File: src/design/debounced_pin_edge_rule_matcher_assert.svh
// assertion macros used by the top-level design file
`ifndef DEBOUNCED_PIN_EDGE_RULE_MATCHER_ASSERT_SVH
`define DEBOUNCED_PIN_EDGE_RULE_MATCHER_ASSERT_SVH

// condition holds in the same cycle as its trigger
`define DPE_ASSERT_NOW(label, clk, rst_n, trig, cond) \
    label: assert property (@(posedge clk) disable iff (!rst_n) (trig) |-> (cond)) \
        else $error("same-cycle check failed");

// condition holds in the cycle after its trigger
`define DPE_ASSERT_NEXT(label, clk, rst_n, trig, cond) \
    label: assert property (@(posedge clk) disable iff (!rst_n) (trig) |=> (cond)) \
        else $error("next-cycle check failed");

`endif

File: src/design/dpe_pkg.sv
`timescale 1ns / 1ps

package dpe_pkg;

    // default geometry
    localparam int NUM_PORTS_DEF     = 4;
    localparam int PINS_PER_PORT_DEF = 8;
    localparam int NUM_RULES_DEF     = 8;

    // the rule registers describe at most this many rules
    localparam int REG_RULE_LIMIT = 8;

    // stream widths
    localparam int S_TDATA_W = 32;
    localparam int M_TDATA_W = 40;

    // configuration port
    localparam int CFG_IDX_W  = 3;
    localparam int CFG_DATA_W = 24;

    localparam logic [CFG_IDX_W-1:0] CFG_RULE_COUNT     = 3'd0;
    localparam logic [CFG_IDX_W-1:0] CFG_RULE_PORTS     = 3'd1;
    localparam logic [CFG_IDX_W-1:0] CFG_RULE_PINS      = 3'd2;
    localparam logic [CFG_IDX_W-1:0] CFG_RULE_RISING    = 3'd3;
    localparam logic [CFG_IDX_W-1:0] CFG_HANDLER_PORT   = 3'd4;
    localparam logic [CFG_IDX_W-1:0] CFG_HANDLER_ENABLE = 3'd5;

    typedef struct packed {
        logic [3:0]  rule_count;
        logic [15:0] rule_ports;
        logic [23:0] rule_pins;
        logic [7:0]  rule_rising;
        logic [1:0]  handler_port;
        logic        handler_enable;
    } t_rule_cfg;

    typedef struct packed {
        logic       hit;
        logic [2:0] rule;
        logic [2:0] pin;
    } t_match;

endpackage

File: src/design/dpe_cfg_regs.sv
`timescale 1ns / 1ps

module dpe_cfg_regs (
    input  logic                          i_clk,
    input  logic                          i_rst_n,
    input  logic                          i_cfg_we,
    input  logic [dpe_pkg::CFG_IDX_W-1:0]  i_cfg_index,
    input  logic [dpe_pkg::CFG_DATA_W-1:0] i_cfg_data,
    output dpe_pkg::t_rule_cfg            o_cfg
);
    import dpe_pkg::*;

    t_rule_cfg r_cfg;
    t_rule_cfg n_cfg;

    // register write decode, unknown indexes are dropped
    always_comb begin
        n_cfg = r_cfg;
        if (i_cfg_we) begin
            unique case (i_cfg_index)
                CFG_RULE_COUNT:     n_cfg.rule_count     = i_cfg_data[3:0];
                CFG_RULE_PORTS:     n_cfg.rule_ports     = i_cfg_data[15:0];
                CFG_RULE_PINS:      n_cfg.rule_pins      = i_cfg_data[23:0];
                CFG_RULE_RISING:    n_cfg.rule_rising    = i_cfg_data[7:0];
                CFG_HANDLER_PORT:   n_cfg.handler_port   = i_cfg_data[1:0];
                CFG_HANDLER_ENABLE: n_cfg.handler_enable = i_cfg_data[0];
                default:            n_cfg = r_cfg;
            endcase
        end
    end

    always_ff @(posedge i_clk) begin
        if (!i_rst_n) begin
            r_cfg                <= '0;
            r_cfg.handler_enable <= 1'b1;
        end else begin
            r_cfg <= n_cfg;
        end
    end

    assign o_cfg = r_cfg;

endmodule

File: src/design/dpe_port.sv
`timescale 1ns / 1ps

module dpe_port #(
    parameter int PINS = dpe_pkg::PINS_PER_PORT_DEF
) (
    input  logic            i_clk,
    input  logic            i_rst_n,
    input  logic            i_step,
    input  logic [PINS-1:0] i_sample,
    input  logic            i_fire,
    input  logic [2:0]      i_fire_pin,
    output logic [PINS-1:0] o_deb_next,
    output logic [PINS-1:0] o_ack
);
    import dpe_pkg::*;

    logic [PINS-1:0] r_prev;
    logic [PINS-1:0] r_deb;
    logic [PINS-1:0] r_ack;
    logic [PINS-1:0] n_deb;
    logic [PINS-1:0] n_ack;
    logic [PINS-1:0] fire_mask;

    // two equal samples in a row set the debounced level
    assign n_deb = (r_prev == i_sample) ? i_sample : r_deb;

    // one-hot mask of the pin that fired
    always_comb begin
        for (int b = 0; b < PINS; b++) begin
            fire_mask[b] = (i_fire_pin == 3'(b));
        end
    end

    // a fired rule acknowledges only its pin, otherwise everything is taken
    assign n_ack = i_fire ? ((r_ack & ~fire_mask) | (n_deb & fire_mask)) : n_deb;

    always_ff @(posedge i_clk) begin
        if (!i_rst_n) begin
            r_prev <= '0;
            r_deb  <= '0;
            r_ack  <= '0;
        end else if (i_step) begin
            r_prev <= i_sample;
            r_deb  <= n_deb;
            r_ack  <= n_ack;
        end
    end

    assign o_deb_next = n_deb;
    assign o_ack      = r_ack;

endmodule

File: src/design/dpe_rule_match.sv
`timescale 1ns / 1ps

module dpe_rule_match #(
    parameter int NUM_RULES     = dpe_pkg::NUM_RULES_DEF,
    parameter int PINS_PER_PORT = dpe_pkg::PINS_PER_PORT_DEF
) (
    input  dpe_pkg::t_rule_cfg i_cfg,
    input  logic [7:0]         i_deb,
    input  logic [7:0]         i_ack,
    output dpe_pkg::t_match    o_match
);
    import dpe_pkg::*;

    // priority scan, lowest rule index wins
    always_comb begin
        int         limit;
        logic       found;
        logic [1:0] rport;
        logic [2:0] rpin;
        logic       rising;
        logic       is_edge;
        limit = int'(i_cfg.rule_count);
        if (limit > NUM_RULES) limit = NUM_RULES;
        if (limit > REG_RULE_LIMIT) limit = REG_RULE_LIMIT;
        found   = 1'b0;
        o_match = '0;
        for (int i = 0; i < REG_RULE_LIMIT; i++) begin
            rport   = i_cfg.rule_ports[2*i +: 2];
            rpin    = i_cfg.rule_pins[3*i +: 3];
            rising  = i_cfg.rule_rising[i];
            is_edge = rising ? (!i_ack[rpin] && i_deb[rpin]) : (i_ack[rpin] && !i_deb[rpin]);
            if (!found && (i < limit) && (rport == i_cfg.handler_port)
                    && (int'(rpin) < PINS_PER_PORT) && is_edge) begin
                found        = 1'b1;
                o_match.hit  = 1'b1;
                o_match.rule = 3'(i);
                o_match.pin  = rpin;
            end
        end
    end

endmodule

File: src/design/debounced_pin_edge_rule_matcher.sv
`timescale 1ns / 1ps

// Debounced pin edge rule matcher. Each input item carries one raw sample of
// all pin ports (port 0 in the low byte); each item produces exactly one result
// item with the debounced levels after that tick and the rule event, if any.
// A port takes a new debounced level when two consecutive samples agree. On the
// handler port, the first enabled rule whose pin shows its configured edge
// fires and only that pin is acknowledged; other changes stay pending. The
// block accepts one item per clock cycle while the output is not stalled. An
// item is taken into the input register when it is accepted, and its result is
// loaded into the result register when the item advances, which waits while
// the output is stalled; the result can be taken from then on. The rate is set
// by the single pass from the input register through the per-port state update
// and the eight-entry rule priority scan into the result register.
// Configuration writes are taken at any cycle but are meant for an idle block.
module debounced_pin_edge_rule_matcher #(
    parameter int NUM_PORTS     = dpe_pkg::NUM_PORTS_DEF,
    parameter int PINS_PER_PORT = dpe_pkg::PINS_PER_PORT_DEF,
    parameter int NUM_RULES     = dpe_pkg::NUM_RULES_DEF
) (
    input  logic                          i_clk,
    input  logic                          i_rst_n,
    input  logic                          i_cfg_we,
    input  logic [dpe_pkg::CFG_IDX_W-1:0]  i_cfg_index,
    input  logic [dpe_pkg::CFG_DATA_W-1:0] i_cfg_data,
    input  logic                          s_axis_tvalid,
    output logic                          s_axis_tready,
    // pin_samples[31:0]
    input  logic [dpe_pkg::S_TDATA_W-1:0]  s_axis_tdata,
    output logic                          m_axis_tvalid,
    input  logic                          m_axis_tready,
    // debounced_pins[31:0], event_fired[32], event_rule[35:33], event_pin[38:36], zero[39]
    output logic [dpe_pkg::M_TDATA_W-1:0]  m_axis_tdata
);
    import dpe_pkg::*;

    `include "debounced_pin_edge_rule_matcher_assert.svh"

    t_rule_cfg cfg;
    t_match    match;

    logic                   r_in_valid;
    logic [S_TDATA_W-1:0]   r_in_data;
    logic                   r_out_valid;
    logic [M_TDATA_W-1:0]   r_out_data;
    logic                   advance;
    logic                   handler_ok;
    logic                   fire;
    logic [7:0]             sel_deb;
    logic [7:0]             sel_ack;
    logic [31:0]            n_deb_pins;
    logic [M_TDATA_W-1:0]   n_out_data;

    logic [PINS_PER_PORT-1:0] deb_next [NUM_PORTS];
    logic [PINS_PER_PORT-1:0] ack      [NUM_PORTS];

    // configuration registers
    dpe_cfg_regs u_cfg (
        .i_clk       (i_clk),
        .i_rst_n     (i_rst_n),
        .i_cfg_we    (i_cfg_we),
        .i_cfg_index (i_cfg_index),
        .i_cfg_data  (i_cfg_data),
        .o_cfg       (cfg)
    );

    // pipeline handshake
    assign advance       = r_in_valid && (!r_out_valid || m_axis_tready);
    assign s_axis_tready = !r_in_valid || advance;

    always_ff @(posedge i_clk) begin
        if (!i_rst_n) begin
            r_in_valid <= 1'b0;
        end else if (s_axis_tready) begin
            r_in_valid <= s_axis_tvalid;
        end
    end

    always_ff @(posedge i_clk) begin
        if (s_axis_tvalid && s_axis_tready) begin
            r_in_data <= s_axis_tdata;
        end
    end

    // per-port debounce and acknowledge state
    for (genvar p = 0; p < NUM_PORTS; p++) begin : g_port
        logic [PINS_PER_PORT-1:0] sample;
        logic                     is_handler;

        if (p < 4) begin : g_in
            assign sample = r_in_data[8*p +: PINS_PER_PORT];
        end else begin : g_zero
            assign sample = '0;
        end

        assign is_handler = cfg.handler_enable && (int'(cfg.handler_port) == p);

        dpe_port #(
            .PINS (PINS_PER_PORT)
        ) u_port (
            .i_clk      (i_clk),
            .i_rst_n    (i_rst_n),
            .i_step     (advance),
            .i_sample   (sample),
            .i_fire     (is_handler && match.hit),
            .i_fire_pin (match.pin),
            .o_deb_next (deb_next[p]),
            .o_ack      (ack[p])
        );
    end

    // pick out the handler port's levels
    always_comb begin
        sel_deb = '0;
        sel_ack = '0;
        for (int p = 0; p < NUM_PORTS; p++) begin
            if (int'(cfg.handler_port) == p) begin
                sel_deb = 8'(deb_next[p]);
                sel_ack = 8'(ack[p]);
            end
        end
    end

    assign handler_ok = cfg.handler_enable && (int'(cfg.handler_port) < NUM_PORTS);

    dpe_rule_match #(
        .NUM_RULES     (NUM_RULES),
        .PINS_PER_PORT (PINS_PER_PORT)
    ) u_match (
        .i_cfg   (cfg),
        .i_deb   (sel_deb),
        .i_ack   (sel_ack),
        .o_match (match)
    );

    assign fire = handler_ok && match.hit;

    // result assembly
    always_comb begin
        n_deb_pins = '0;
        for (int p = 0; p < NUM_PORTS && p < 4; p++) begin
            n_deb_pins[8*p +: 8] = 8'(deb_next[p]);
        end
        n_out_data = {1'b0,
                      fire ? match.pin : 3'd0,
                      fire ? match.rule : 3'd0,
                      fire,
                      n_deb_pins};
    end

    // result register
    always_ff @(posedge i_clk) begin
        if (!i_rst_n) begin
            r_out_valid <= 1'b0;
        end else if (advance) begin
            r_out_valid <= 1'b1;
        end else if (m_axis_tready) begin
            r_out_valid <= 1'b0;
        end
    end

    always_ff @(posedge i_clk) begin
        if (advance) begin
            r_out_data <= n_out_data;
        end
    end

    assign m_axis_tvalid = r_out_valid;
    assign m_axis_tdata  = r_out_data;

    // checks
    `DPE_ASSERT_NEXT(a_in_loaded, i_clk, i_rst_n, s_axis_tvalid && s_axis_tready, r_in_valid)
    `DPE_ASSERT_NEXT(a_out_loaded, i_clk, i_rst_n, advance, r_out_valid)
    `DPE_ASSERT_NOW(a_no_event_zero, i_clk, i_rst_n, r_out_valid && !r_out_data[32],
        r_out_data[38:33] == 6'd0)
    `DPE_ASSERT_NOW(a_pin_in_port, i_clk, i_rst_n, r_out_valid && r_out_data[32],
        int'(r_out_data[38:36]) < PINS_PER_PORT)

endmodule
File: config.mk
export PLATFORM = sky130hd
export DESIGN_NAME = debounced_pin_edge_rule_matcher
export DESIGN_NICKNAME = d
export VERILOG_FILES = /design/src/design/dpe_pkg.sv /design/src/design/dpe_cfg_regs.sv /design/src/design/dpe_port.sv /design/src/design/dpe_rule_match.sv /design/src/design/debounced_pin_edge_rule_matcher.sv
export VERILOG_INCLUDE_DIRS = /design/src /design/src/design
export SDC_FILE = /design/constraint.sdc
export NUM_CORES = 1
export LEC_CHECK = 0
export BUFFER_PORTS_ARGS = -buffer_cell sky130_fd_sc_hd__buf_2
export CAP_MARGIN = 20
export CORE_AREA = 2 2 190 192
export DETAILED_ROUTE_END_ITERATION = 8
export DIE_AREA = 0 0 192 194
export PLACE_DENSITY = 0.61
export SLEW_MARGIN = 20
export SYNTH_ARGS = -nofsm -noshare
export SYNTH_HDL_FRONTEND = slang
export SYNTH_SLANG_ARGS = --single-unit
File: constraint.sdc
create_clock -name i_clk -period 7.4 [get_ports i_clk]
set_input_delay 0.74 -clock i_clk [delete_from_list [all_inputs] [get_ports i_clk]]
set_output_delay 0.74 -clock i_clk [all_outputs]
set_load 0.02 [all_outputs]
[Yosys cells after proc, flatten, opt, wreduce, memory -nomap -nowiden]
Index checks and enable logic that the tools add are counted.
Storage, ports and cells
  flip-flop bits (word level): 224
  word-level logic and storage cells: 243
  input bits: 64
  output and inout port bits: 42
Operators by class
  eq/ne operators: 27
  reductions and logical operators: 87
  mux-type cells: 75
  bitwise operators: 13
  order comparisons: 18
Operators with widths (count)
  < comparator 4 x 32 -> 1 bit, first input constant: 4
  two-way mux 8 bit: 16
  bitwise AND 8 bit: 8
  < comparator 3 x 32 -> 1 bit, first input constant: 2
  two-way mux 7 bit: 8
  logical AND 1 bit: 50
  binary-select mux 1 bit (select 3 bit): 16
  two-way mux 1 bit: 33
  equality test 8 bit: 4
  < comparator 1 x 32 -> 1 bit, first input constant: 1
  < comparator 2 x 32 -> 1 bit, first input constant: 1
  < comparator 3 x 4 -> 1 bit, second input constant: 8
  two-way mux 32 bit: 1
  bitwise OR 8 bit: 4
  zero test 1 bit: 25
  equality test 3 bit, second input constant: 6
  equality test 2 bit: 8
  equality test 3 x 2 -> 1 bit, second input constant: 4
  AND reduction 2 bit: 6
  greater-than comparator 4 bit, second input constant: 2
  NOT 8 bit: 1
  equality test 3 x 1 -> 1 bit, second input constant: 2
  zero test 3 bit: 2
  equality test 2 bit, second input constant: 2
  5 further kinds: 6

[Logic depth before layout (Yosys ltp)]
  depth in word-level cells: 53
  depth in mapped cells: 19
  gate-level depth less buffers: 16

[By module]
From an unflattened synthesis, not the netlist that was laid out.
Second synthesis, totals
  cells, all modules: 1074
  area total of the unflattened synthesis: 11680.0 sq um
By module, submodules not included
  dpe_port: area each 1275.0 sq um, times used 4, sequential area each 480.5 sq um, cells an instance 140
  debounced_pin_edge_rule_matcher: area each 2691.3 sq um, times used 1, sequential area each 2172.1 sq um, cells an instance 114
  dpe_cfg_regs: area each 2135.8 sq um, times used 1, sequential area each 1101.1 sq um, cells an instance 211
  dpe_rule_match: area each 1752.9 sq um, times used 1, sequential area each 0.0 sq um, cells an instance 189

[Worst setup path after synthesis]
OpenSTA, ideal clock, no wires.
  path kind: flip-flop to flip-flop
  start: register r_in_data[14]
  end: register (tool-made name)
  stages on the path, launching flop included: 18
  data arrival time: 4.325 ns
  setup slack: 2.941 ns
  buffers on the path: 2
  required time: 7.266 ns
  library setup time: 0.134 ns
  period minus slack after synthesis: 4.459 ns
  cells stage by stage: edfxtp_1 xnor2_1 and4_1 nand2_2 or3_1 and4_1 clkbuf_1 a222oi_1 o31ai_1 mux2i_1 nor4_2 nand4_1 o41ai_2 o22a_2 a211oi_4 buf_4 a211oi_1 a211oi_1
RTL lines
  start: declaration: RTL line debounced_pin_edge_rule_matcher.sv:43  | logic [S_TDATA_W-1:0] r_in_data;
  start signal: assignment: RTL line debounced_pin_edge_rule_matcher.sv:81  | r_in_data <= s_axis_tdata;

==> out/results.md <==
### Run status
* **run status** complete, no violations

### Floorplan
* **core outline area** 35200 µm²
* **initial core utilization** 34.5%
* **number of ports placed on the die boundary** 106
* **Total Die Area** 37200 µm²
* **Die Width** 192 µm
* **number of core rows** 69
* **Die Y** 194 µm

### Power
* **worst-case vdd ir drop** 163 µV
* **total power of the final layout** 0.00303 W
* **Power per Cell Area** 218 nW/µm²
* **cell leakage power** 5.17 nW

### Routing
* **DRC violations left** 0
* **count of vias placed by the detailed router** 10663
* **DRC marker count from the first detailed-route iteration** 995
* **routed wire length** 38500 µm
* **iteration count of the initial detailed-routing pass** 6
* **number of nets with antenna violations after detailed routing** 0
* **via density per instance** 5.63
* **post-DR wirelength/cell** 20.3 µm

### STA
* **final critical-path setup slack** 1190 ps
* **final cycle utilization of the critical path** 83.9%
* **shortest clock period the worst path allows after layout** 6210 ps
* **worst rel slew slack** 20.4%
* **setup_tns** 0 ps
* **Pins Over Slew Limit** 0
* **total of endpoints with negative setup slack in the final report** 0
* **Hold Vio Cnt, Final** 0
* **unrepaired setup endpoints after global routing** false
* **Tightest Pin Transition** 1190 ps
* **Final Skew** 21.3 ps
* **fmax** 161 MHz

### Placed design
* **area post-placement** 13000 µm²
* **post-DP HPWL** 27800 µm
* **Port-buffer cells** 104
* **pre-CTS worst setup slack** 1270 ps
* **weighted congestion reported at the end of routability-driven placement** 0.924

### Job
* **reported max-cap violation count** 0

### Layout
* **number of antenna cells inserted** 0
* **layout cell share with drive strength beyond 1** 19.1%
* **fin nets** 1477
* **utilization after layout** 39.5%
* **Design Area, Final** 13900 µm²
* **layout overhead on the synthesized area** 14.3%

### Min path
* **Worst Hold Launch** s_axis_tdata[7]
* **destination of the worst hold path** r_in_data[7]
* **Worst Hold Depth** 1
* **Hold Crit Class** in2reg

### Setup path
* **Worst Path Class, Setup** reg2reg
* **Max FO, Critical Path** 11
* **data required time of the worst path** 7830 ps
* **start point of the critical path** r_in_data[10]
* **count of cells along the worst register-to-register path** 15
* **FF-to-FF Start** r_in_data[10]
* **endpoint kind of the worst setup timing path** flip-flop
* **slowest stage delay, CP** 870 ps
* **R2R Setup Slk** 1190 ps
* **Worst Path Arrival** 6640 ps
* **ordered list of cells on the worst path** xnor2_1 > nand4_1 > nor3_1 > a2bb2oi_1 > mux4_2 > nor2_1 > a2111o_1 > and4_1 > nor2_1 > nand4_1 > o41ai_2 > o22ai_1 > a221oi_1 > nor2_1 > o221a_1
* **crit path max-delay cell type** a2bb2oi_1
* **startpoint kind of the worst setup timing path** flip-flop
* **Top cell by count, worst path** nor2_1

### Global route
* **initial antenna violation count** 0
* **pin count of the biggest net entering global routing** 93
* **vias in the first global route** 10007
* **global-route wire length before repair** 59100 µm
* **global router's overall resource usage** 20.3%
* **global-route congestion overflow total** 0

### Synth
* **top cell type's share of synthesized area** 25.2%
* **number of unique standard cell types used by synthesis** 93
* **post-synth net total** 1409
* **post-synth top area cell** dfxtp_1
* **share of synthesized flip-flops with an asynchronous set or reset** 0%
* **adder-cell share of the synthesized area** 0%
* **post-synth design cell area** 12200 µm²
* **number of synthesized flops with an enable pin** 71
* **main combinational cell family by area after synthesis** simple AND/OR/NAND/NOR gates
* **XOR/XNOR share of the synthesized area** 3.46%
* **Cells after Synth** 1345
* **register bit count reported by yosys** 224
* **yosys synthesis warning count** 0
* **mux contribution to synthesized area** 10.7%
* **leading cell types by total area after synthesis** dfxtp_1, edfxtp_1, nand2_1
* **compound-gate portion of the synthesized area** 18.0%
* **portion of the post-synthesis area used by sequential elements** 42.7%
* **Synth Area in Simple Gates** 21.2%
* **Synth Flop Type** dfxtp_1
* **Mean Syn Cell Area** 9.04 µm²

### Clock tree
* **CTS Root Buffer Type** clkbuf_16
* **number of resized instances in the post-cts repair step** 0
* **TritonCTS clock tree** built
* **H-tree Lvls** 1
* **count of buffers added by post-CTS timing repair for setup** 0
* **total of hold buffers inserted after clock tree synthesis** 0
* **Num CTS Buffers** 26
* **clk slew on worst S/H paths** 60 ps
* **clock latency on the worst-skew pair** 550 ps
* **clock sink total** 224
* **number of buffers on the longest clock path** 3

through the flow:
stage / hold slack (ps) / std cells
6_report: 367 / 1894
5_1_grt: 355 / 1894
4_1_cts: 354 / 1894
3_5_place_dp: 459 / 1846
3_3_place_gp: 445 / 1846
2_1_floorplan: 435 / 1345
cells in the final DEF, fill, tap and decap left out, drive strengths merged, types with 34 or more instances in the layout:
cell / netlist / routed
buf: 25 / 119
inv: 35 / 36
o21ai: 43 / 43
dfxtp: 153 / 153
a21oi: 121 / 121
xnor2: 34 / 34
edfxtp: 71 / 71
nand2: 225 / 225
nor2: 134 / 134
clkbuf: 54 / 35
mux2i: 45 / 45
final cells by class:
class                      instances  area, µm²
multi-input combinational       1006       6500
sequential                       224       5200
timing repair buffer             119        633
tap                              461        577
clock inverter                    13        104
clock buffer                      35        747
inverter                          36        140
fill                            3586      21300
worst max-delay path, delay by kind of cell (launching register included):
| family | cells | cell delay, ps |
|---|---|---|
| AO/OA/AOI/OAI | 6 | 2840 |
| AND/OR/NAND/NOR | 7 | 1900 |
| multiplexers | 1 | 610 |
| flip-flops | 1 | 470 |
| XOR/XNOR | 1 | 280 |
where the power goes:
part / switching (W) / internal (W) / total (W)
sequential: 0.0000481 / 0.00133 / 0.00138
combinational: 0.000228 / 0.000137 / 0.000364
clock: 0.000540 / 0.000746 / 0.00129
cells by family after synthesis:
family,Yosys count
flip-flops,224
XOR/XNOR,48
buffers and inverters,115
other,1
AO/OA/AOI/OAI,314
AND/OR/NAND/NOR,547
multiplexers,96
routing by layer:
metal | global-route usage, % | vias up | wire, µm
li1 | - | 5035 | -
met1 | 28.9 | 5148 | 17600
met2 | 31.7 | 405 | 17200
met3 | 2.66 | 75 | 2390
met4 | 6.90 | 0 | 1320
met5 | 0 | - | 0
synth_stat cells (10+ instances only):
| master | instances |
|---|---|
| a211oi_1 | 19 |
| a21oi_1 | 121 |
| and2_1 | 13 |
| buf_2 | 12 |
| clkbuf_1 | 54 |
| dfxtp_1 | 153 |
| edfxtp_1 | 71 |
| inv_1 | 35 |
| mux2_2 | 24 |
| mux2i_1 | 45 |
| mux4_2 | 24 |
| nand2_1 | 221 |
| nand2b_1 | 15 |
| nand3_1 | 22 |
| nand4_1 | 17 |
| nor2_1 | 134 |
| nor3_1 | 28 |
| nor4_1 | 13 |
| o211ai_1 | 12 |
| o21ai_0 | 41 |
| o221a_2 | 12 |
| o31ai_1 | 10 |
| or2_2 | 19 |
| or3_1 | 10 |
| xnor2_1 | 34 |
| xor2_1 | 14 |
worst max-delay path by stage:
| stage | endpoint | slack, ps | cells after the start |
|---|---|---|---|
| floorplan | flip-flop | 2940 | 17 |
| CTS | flip-flop | 1360 | 15 |
| global route | flip-flop | 860 | 15 |
| detailed placement | flip-flop | 1270 | 15 |
| finish | flip-flop | 1190 | 15 |
| global placement | flip-flop | 1470 | 15 |
Power figures use the tool's default switching activity.
